**src/sv/tq_pkg.sv**
```systemverilog
package tq_pkg;

    localparam int QUEUE_DEPTH_DEF = 16;
    localparam int ID_WIDTH_DEF    = 32;

    typedef enum logic [2:0] {
        FN_ADVANCE   = 3'd0,
        FN_SCHED_ABS = 3'd1,
        FN_SCHED_REL = 3'd2,
        FN_CANCEL    = 3'd3,
        FN_RUN_UNTIL = 3'd4,
        FN_STEP      = 3'd5
    } tq_func_t;

    typedef enum logic [2:0] {
        ST_OK         = 3'd0,
        ST_PAST_CYCLE = 3'd1,
        ST_OVERFLOW   = 3'd2,
        ST_NOT_FOUND  = 3'd3,
        ST_TARGET     = 3'd4,
        ST_LIMIT      = 3'd5,
        ST_QUEUE_FULL = 3'd6
    } tq_status_t;

    typedef enum logic [1:0] {
        S_IDLE,
        S_EXEC,
        S_SCAN,
        S_DONE
    } tq_state_t;

    localparam logic KIND_NOTICE     = 1'b0;
    localparam logic KIND_COMPLETION = 1'b1;

    // per-cell control from the sequencer
    typedef struct packed {
        logic load;     // take the new entry
        logic free_go;  // free the entry whose rank equals free_rank
    } tq_cell_ctl_t;

endpackage

```
**src/sv/tq_cell.sv**
```systemverilog
module tq_cell #(
    parameter int ID_WIDTH = 32,
    parameter int RANK_W   = 4
) (
    input  logic                 aclk,
    input  logic                 aresetn,
    input  tq_pkg::tq_cell_ctl_t ctl,
    input  logic [63:0]          ld_cycle,
    input  logic [ID_WIDTH-1:0]  ld_id,
    input  logic [RANK_W-1:0]    ld_rank,
    input  logic [RANK_W-1:0]    free_rank,
    input  logic [ID_WIDTH-1:0]  match_id,
    output logic                 slot_valid,
    output logic [RANK_W-1:0]    slot_rank,
    output logic                 match,
    input  logic                 in_hit,
    input  logic [63:0]          in_cyc,
    input  logic [RANK_W-1:0]    in_rank,
    input  logic [ID_WIDTH-1:0]  in_id,
    output logic                 out_hit,
    output logic [63:0]          out_cyc,
    output logic [RANK_W-1:0]    out_rank,
    output logic [ID_WIDTH-1:0]  out_id
);
    import tq_pkg::*;

    logic                valid_reg;
    logic [63:0]         cycle_reg;
    logic [ID_WIDTH-1:0] id_reg;
    logic [RANK_W-1:0]   rank_reg;
    logic                hit_reg;
    logic [63:0]         cyc_o_reg;
    logic [RANK_W-1:0]   rank_o_reg;
    logic [ID_WIDTH-1:0] id_o_reg;
    logic                better;

    // own entry beats the candidate: earlier cycle, then older rank
    assign better = valid_reg && (!in_hit || (cycle_reg < in_cyc) ||
                    ((cycle_reg == in_cyc) && (rank_reg < in_rank)));

    always_ff @(posedge aclk) begin
        if (!aresetn) begin
            valid_reg <= 1'b0;
            hit_reg   <= 1'b0;
        end else begin
            if (ctl.load) begin
                valid_reg <= 1'b1;
            end else if (ctl.free_go && valid_reg && (rank_reg == free_rank)) begin
                valid_reg <= 1'b0;
            end
            hit_reg <= better || in_hit;
        end
    end

    always_ff @(posedge aclk) begin
        if (ctl.load) begin
            cycle_reg <= ld_cycle;
            id_reg    <= ld_id;
            rank_reg  <= ld_rank;
        end else if (ctl.free_go && valid_reg && (rank_reg > free_rank)) begin
            rank_reg <= rank_reg - 1'b1;
        end
        if (better) begin
            cyc_o_reg  <= cycle_reg;
            rank_o_reg <= rank_reg;
            id_o_reg   <= id_reg;
        end else begin
            cyc_o_reg  <= in_cyc;
            rank_o_reg <= in_rank;
            id_o_reg   <= in_id;
        end
    end

    assign slot_valid = valid_reg;
    assign slot_rank  = rank_reg;
    assign match      = valid_reg && (id_reg == match_id);
    assign out_hit    = hit_reg;
    assign out_cyc    = cyc_o_reg;
    assign out_rank   = rank_o_reg;
    assign out_id     = id_o_reg;

endmodule

```
**config.mk**
```make
export PLATFORM = sky130hd
export DESIGN_NAME = tq_cell
export DESIGN_NICKNAME = d
export VERILOG_FILES = /design/src/sv/tq_pkg.sv /design/src/sv/tq_cell.sv
export SDC_FILE = /design/constraint.sdc
export NUM_CORES = 1
export LEC_CHECK = 0
export BUFFER_PORTS_ARGS = -buffer_cell sky130_fd_sc_hd__buf_4
export CORE_MARGIN = 2
export CORE_UTILIZATION = 45
export DETAILED_ROUTE_END_ITERATION = 8
export PLACE_DENSITY = 0.84
export SLEW_MARGIN = 20
export SYNTH_ARGS = -nofsm -noshare
export SYNTH_HDL_FRONTEND = slang
export SYNTH_SLANG_ARGS = --single-unit
```
**constraint.sdc**
```tcl
create_clock -name aclk -period 2.7 [get_ports aclk]
set_input_delay 0.27 -clock aclk [delete_from_list [all_inputs] [get_ports aclk]]
set_output_delay 0.27 -clock aclk [all_outputs]
set_load 0.02 [all_outputs]
```
==> key figures, run 1 <==
Route
  • Residual DRC count: 0
  • Detailed Route Iter0 Violations: 260
  • Total Wirelength: 31.8 mm
  • Wire length on met1: 11.3 mm
  • DR WL met2: ~17 mm
  • DR WL met3: around 1.7 mm
  • Routed Antenna Nets: 0
  • Wire per inst: 21.2 µm
  • Drt pass-1 iters: 4
  • Vias: 7480
  • DR vias/cell: 5.00
  • DR top layer: met4

Timing
  • Tightest Pin Transition: 0.600 ns
  • Crit path time final: 2.94 ns
  • Fmax: 341 MHz
  • # setup viols final: 100
  • Max Slew Vio Count: 0
  • Max-slew headroom: 0.596
  • Setup ws final: -0.236 ns
  • Period utilization: 1.09
  • Setup Skew: 0.0140 ns
  • Endpoints failing hold: 0
  • RSZ-0062 raised after global routing: yes

Placement
  • Routability cong.: 0.867
  • Final HPWL DP: 19.2 mm
  • # port buffers: between 300 and 400

Critical path
  • Crit-path cells: ha_1 -> nor2b_1 -> o211ai_1 -> a2111oi_2 -> buf_4 -> o41ai_2 -> a41oi_4 -> buf_6 -> buf_12 -> clkbuf_16 -> mux2_4
  • Crit Path Class: register to register
  • Critical path's largest stage delay: 0.43 ns
  • Worst Path Required: 3.08 ns
  • Worst setup EP type: register
  • CP max stage cell: edfxtp_1
  • CP arrival: 3.32 ns
  • CP startpoint: cycle_reg[1]$_DFFE_PP_
  • Crit-path max FO: 7
  • Crit path launch type: register
  • Critical R2R Launch: cycle_reg[1]$_DFFE_PP_

Power
  • Combinational power share: 0.250
  • Overall power consumption: 9.11 mW
  • NetSw: 2.41 mW
  • Clk pwr share: 0.341
  • Reg power frac: 0.409
  • Lkg Pwr: 7.12 nW
  • Switching Fraction: 0.264
  • Cell area power density: 604 nW/µm²
  • VDD IR max: 0.585 mV
  • Int Power: 6.71 mW

Floorplan
  • Die H: 146 µm
  • Core area: 19600 µm²
  • Die Footprint: 21200 µm²
  • Initial Utilization: 0.461
  • I/O Pins: 348
  • Die Width: 146 µm
  • Std cell rows: 51

Finish
  • Share of cells above drive strength 1: 0.452
  • Final core occ: 0.770
  • Count of nets after finishing: between 1.5k and 2k
  • Area Overhead vs Synth: 67.0%
  • Leading cell type in the layout, fill and taps excluded: buf_4
  • Most frequent cells in the layout: 366 x buf_4, 176 x dlygate4sd3_1, 102 x dfxtp_1

GRT
  • GRT Resource Usage Total: 0.281
  • Largest net degree at the start of global routing: 63
  • Antenna violations before repair: 1
  • First-pass GRT wire length: approximately 46 mm
  • GRT overflow: 0
  • Vias in the first global route: 8339

Flow run
  • Max Cap Viol: 0

Clocking
  • Clk sinks: a little over 200
  • H-tree depth: 1
  • Clk Latency, worst-skew pair: 0.50 ns
  • CTS tree: yes
  • Clock root buffer: clkbuf_16
  • Total CTS buffers: 23
  • Worst-path clk slew: 0.06 ns
  • Clock Path Buffers: 3

Synth
  • Flops & latches, synth: around 200
  • Average cell area after synthesis: around 14 µm²
  • Mapped Nets: 941
  • Netlist Area Pre-Place: 9030 µm²
  • Yosys cell types: 37
  • Warning count from the yosys run: 0
  • Synth Instances: 628
  • Fraction of the yosys area taken by sequential cells: 0.558

Status
  • Status: complete, but fails checks
  • Failing checks: setup timing

Min path
  • Hold_sp: in_cyc[16]
  • HP Class: input pin to register
==> cells in the mapped netlist <==
cell type,number,area (µm²)
a21oi_1,25,125
mux2i_1,1,10.0
dfxtp_1,102,2040
a211oi_1,4,30.0
nor3_1,4,20.0
a41oi_2,1,16.3
and4bb_2,1,12.5
and3_1,1,6.26
a21boi_2,1,11.3
mux2_4,99,1490
o211ai_1,2,15.0
and4_1,2,17.5
nor4_1,4,25.0
nand3b_1,2,15.0
a21boi_0,2,15.0
nand2b_1,2,12.5
nor2b_1,3,18.8
o21ai_0,15,75.1
o41ai_1,1,8.76
nand3_1,8,40.0
nand4_1,21,131
xnor2_1,29,254
o2111ai_1,1,8.76
buf_12,11,220
nand4_2,1,12.5
nand2_1,16,60.1
o21a_1,1,7.51
mux2_2,2,22.5
a21o_1,1,7.51
nor2_1,7,26.3
a2111oi_0,1,8.76
xor2_1,5,43.8
ha_1,72,901
edfxtp_1,100,3000
a221oi_1,3,26.3
inv_1,76,285
nor4_2,1,12.5
==> power groups by stage <==
| stage | logic (mW) | registers [mW] | clock network (mW) |
|---|---|---|---|
| after floorplan | 0.775 | 3.97 | 0 |
| after global routing | 2.38 | 3.75 | 3.26 |
| final | 2.27 | 3.73 | 3.11 |
| after global placement | 1.78 | 3.76 | 0 |
| after detailed placement | 1.83 | 3.77 | 0 |
| after CTS | 2.13 | 3.71 | 3.11 |
==> critical path, delay by kind of cell, from the launching register on <==
| family | cells | cell delay, ns |
|---|---|---|
| AND/OR/NAND/NOR | 1 | 0.14 |
| flip-flops | 1 | 0.43 |
| AO/OA/AOI/OAI | 4 | 0.97 |
| buffers and inverters | 4 | 0.65 |
| multiplexers | 1 | 0.30 |
| adder cells (fa/ha/maj) | 1 | 0.32 |
==> what timing repair did <==
action,CTS,global route
hold endpoints to repair,173,2
setup buffers,7,4
resized for setup,33,26
setup endpoints to repair,100,101
cloned,1,3
pin swaps,8,3
hold buffers,174,2
==> routing by layer <==
metal  vias to the layer above  global-route usage
met4                         0               0.121
met5                         -                   0
met1                      3617               0.289
met3                       104              0.0596
met2                       322               0.543
li1                       3437                   -
==> through the flow <==
| stage | setup TNS (ns) | setup slack, ns | instances | area, µm² | hold WS (ns) |
|---|---|---|---|---|---|
| 6_report | -16.94 | -0.236 | 1497 | 15100 | 0.0190 |
| 5_1_grt | -24.88 | -0.310 | 1497 | 15100 | 0.00139 |
| 4_1_cts | -12.02 | -0.156 | 1489 | 14900 | 0.000216 |
| 3_5_place_dp | -33.71 | -0.373 | 1266 | 12100 | 0.449 |
| 3_3_place_gp | -30.43 | -0.330 | 1266 | 12100 | 0.449 |
| 2_1_floorplan | 0 | 0.296 | 628 | 9030 | 0.369 |
==> cells by family after synthesis <==
family          after synthesis  share of synthesized area
xor+xnor                     34                     0.0330
mux                         102                      0.168
simple gates                 73                     0.0454
buf+inv                      87                     0.0560
fa+ha+maj                    72                     0.0997
flops                       202                      0.558
compound gates               58                     0.0393
==> cell type report <==
| cell class | instances | area (µm²) |
|---|---|---|
| clock buffer | 37 | 698 |
| fill | 1060 | 4500 |
| clock inverter | 4 | 51.3 |
| sequential | 202 | 5040 |
| multi-input combinational | 339 | 3670 |
| antenna | 1 | 2.50 |
| inverter | 76 | 285 |
| timing repair buffer | 573 | 5000 |
| tap | 265 | 332 |
==> final timing paths <==
check / slack [ns] / cells past startpoint / endpoint
max: -0.24 / 11 / out_id[7]$_DFF_P_
min: 0.02 / 2 / out_cyc[16]$_DFF_P_
max reg2reg: -0.24 / 11 / out_id[7]$_DFF_P_
min reg2reg: 0.51 / 1 / out_cyc[36]$_DFF_P_
Note: power is estimated with default switching activity, not from simulation.
==> run 2, diff against run 1 <==
--- a/config.mk
+++ b/config.mk
@@ -9,6 +9,7 @@
 export CORE_MARGIN = 2
 export CORE_UTILIZATION = 45
 export DETAILED_ROUTE_END_ITERATION = 8
+export HOLD_SLACK_MARGIN = 0.06
 export PLACE_DENSITY = 0.84
 export SLEW_MARGIN = 20
 export SYNTH_ARGS = -nofsm -noshare
==> run 2 against run 1 <==
The flow still finishes with violations (setup timing). Non-clock buffer count grew 19. Via count grew 1.4%. Clock power is essentially flat. Power shrank 0.10%.
==> key figures, run 2 (same netlist as run 1, synthesis figures left out) <==
Timing
  • Endpoints failing hold: 0
  • Tightest Pin Transition: a little over 0.6 ns
  • Max-slew headroom: 0.590
  • Setup Skew: roughly 0.013 ns
  • Crit path time final: between 2 and 3 ns
  • RSZ-0062 raised after global routing: yes
  • Max Slew Vio Count: 0
  • Fmax: 344 MHz
  • Setup ws final: -0.209 ns
  • Hold slack: between 0.08 and 0.09 ns
  • Period utilization: 1.08
  • Setup_tns: -15.88 ns
  • # setup viols final: 100

Critical path
  • Critical path's largest stage delay: 0.41 ns
  • Crit-path max FO: 11
  • Worst Path Required: 3.08 ns
  • Critical R2R Launch: cycle_reg[1]$_DFFE_PP_
  • CP arrival: roughly 3.3 ns
  • Crit-path most repeated cell: buf_12
  • CP max stage cell: edfxtp_1
  • Worst setup EP type: register
  • Crit path launch type: register
  • FF-to-FF path depth: 11
  • Crit-path cells: ha_1 -> nor2b_1 -> o211ai_1 -> a2111oi_2 -> buf_4 -> o41ai_2 -> a41oi_4 -> buf_6 -> buf_12 -> buf_12 -> mux2_4
  • Crit Path Class: register to register
  • R2R setup slack: -0.21 ns
  • FF-to-FF End: out_cyc[29]$_DFF_P_

Min path
  • Min-Delay Endpoint: slot_rank[1]$_DFFE_PP_
  • Hold_sp: ld_rank[1]
  • Hold Path Stages: 3
  • HP Class: input pin to register

Floorplan
  • Die Footprint: 21200 µm²
  • Die H: 146 µm
  • Core area: 19600 µm²
  • Initial Utilization: 0.461
  • Std cell rows: 51
  • Die Width: approximately 150 µm
  • I/O Pins: 348

Clocking
  • H-tree depth: 1
  • Clock root buffer: clkbuf_16
  • Worst-path clk slew: 0.06 ns
  • CTS tree: yes
  • Clock Path Buffers: 3
  • Clk Latency, worst-skew pair: 0.50 ns
  • Total CTS buffers: 23
  • Clk sinks: 202

Placement
  • # port buffers: 347
  • Routability cong.: just under 0.9
  • Final HPWL DP: 19.2 mm

GRT
  • GRT overflow: 0
  • Vias in the first global route: 8603
  • GRT Resource Usage Total: 0.294
  • First-pass GRT wire length: 48.3 mm
  • Antenna violations before repair: 3
  • Largest net degree at the start of global routing: 63

Status
  • Failing checks: setup timing
  • Status: complete, but fails checks

Route
  • Total Wirelength: roughly 32 mm
  • Drt pass-1 iters: 4
  • Residual DRC count: 0
  • Vias: 7587
  • Detailed Route Iter0 Violations: 272
  • Routed Antenna Nets: 0
  • Wire per inst: 21.3 µm
  • DR vias/cell: 5.00

Finish
  • Area Overhead vs Synth: 68.2%
  • Share of cells above drive strength 1: 0.440
  • Count of nets after finishing: between 1.5k and 2k
  • Leading cell type in the layout, fill and taps excluded: buf_4
  • Most frequent cells in the layout: 370 x buf_4, 198 x dlygate4sd3_1, 102 x dfxtp_1
  • Final core occ: 0.776

Power
  • VDD IR max: 0.569 mV
  • Lkg Pwr: slightly above 7 nW
  • Cell area power density: about 600 nW/µm²

Flow run
  • Max Cap Viol: 0
-- run 2: worst max-delay path by stage --
stage | startpoint | end | slack (ns) | depth (start not counted)
5_1_grt | cycle_reg[1]$_DFFE_PP_ | out_id[7]$_DFF_P_ | -0.33 | 11
3_3_place_gp | cycle_reg[55]$_DFFE_PP_ | out_cyc[42]$_DFF_P_ | -0.33 | 10
2_1_floorplan | cycle_reg[9]$_DFFE_PP_ | out_cyc[0]$_DFF_P_ | 0.30 | 10
4_1_cts | cycle_reg[58]$_DFFE_PP_ | out_id[27]$_DFF_P_ | -0.16 | 11
6_report | cycle_reg[1]$_DFFE_PP_ | out_cyc[29]$_DFF_P_ | -0.21 | 11
3_5_place_dp | cycle_reg[58]$_DFFE_PP_ | out_cyc[44]$_DFF_P_ | -0.37 | 10
-- run 2: per-layer routing --
layer / share of wire / track usage / wire length (µm) / up-vias
li1: - / - / - / 3468
met1: 0.35 / 0.302 / 11500 / 3688
met2: 0.55 / 0.570 / 17800 / 324
met3: 0.050 / 0.0611 / 1630 / 107
met4: 0.048 / 0.130 / 1550 / 0
met5: 0 / 0 / 0 / -
-- run 2: cell type report --
cell class | count | area (µm²)
inverter | 76 | 285
multi-input combinational | 339 | 3650
timing repair buffer | 592 | 5130
sequential | 202 | 5040
clock inverter | 4 | 51.3
tap | 265 | 332
antenna | 3 | 7.51
fill | 1035 | 4400
clock buffer | 37 | 698
-- run 2: power by group --
group	leakage, nW	internal (mW)	switching [mW]
Combinational	4.95	1.28	0.982
Clock	0.370	1.86	1.25
Sequential	1.84	3.55	0.179
Total	7.16	6.70	2.41
-- run 2: timing repair --
action | CTS | global route
hold buffers | 198 | 0
resized for setup | 33 | 13
cloned | 1 | 1
setup buffers | 7 | 3
endpoints found under the hold margin | 197 | 0
pin swaps | 8 | 3
setup endpoints to repair | 100 | 101
-- run 2: worst max-delay path, delay by kind of cell, from the launching register on --
family,cells,cell delay [ns]
compound gates,4,0.96
flops,1,0.41
buf+inv,4,0.61
mux,1,0.30
fa+ha+maj,1,0.33
simple gates,1,0.17
-- run 2: stage by stage --
step	instances	power (mW)	area [µm²]	setup slack, ns
4_1_cts	1513	8.98	15100	-0.156
2_1_floorplan	628	4.75	9030	0.296
3_5_place_dp	1266	5.60	12100	-0.373
5_1_grt	1517	9.38	15200	-0.332
6_report	1518	9.10	15200	-0.209
3_3_place_gp	1266	5.54	12100	-0.330
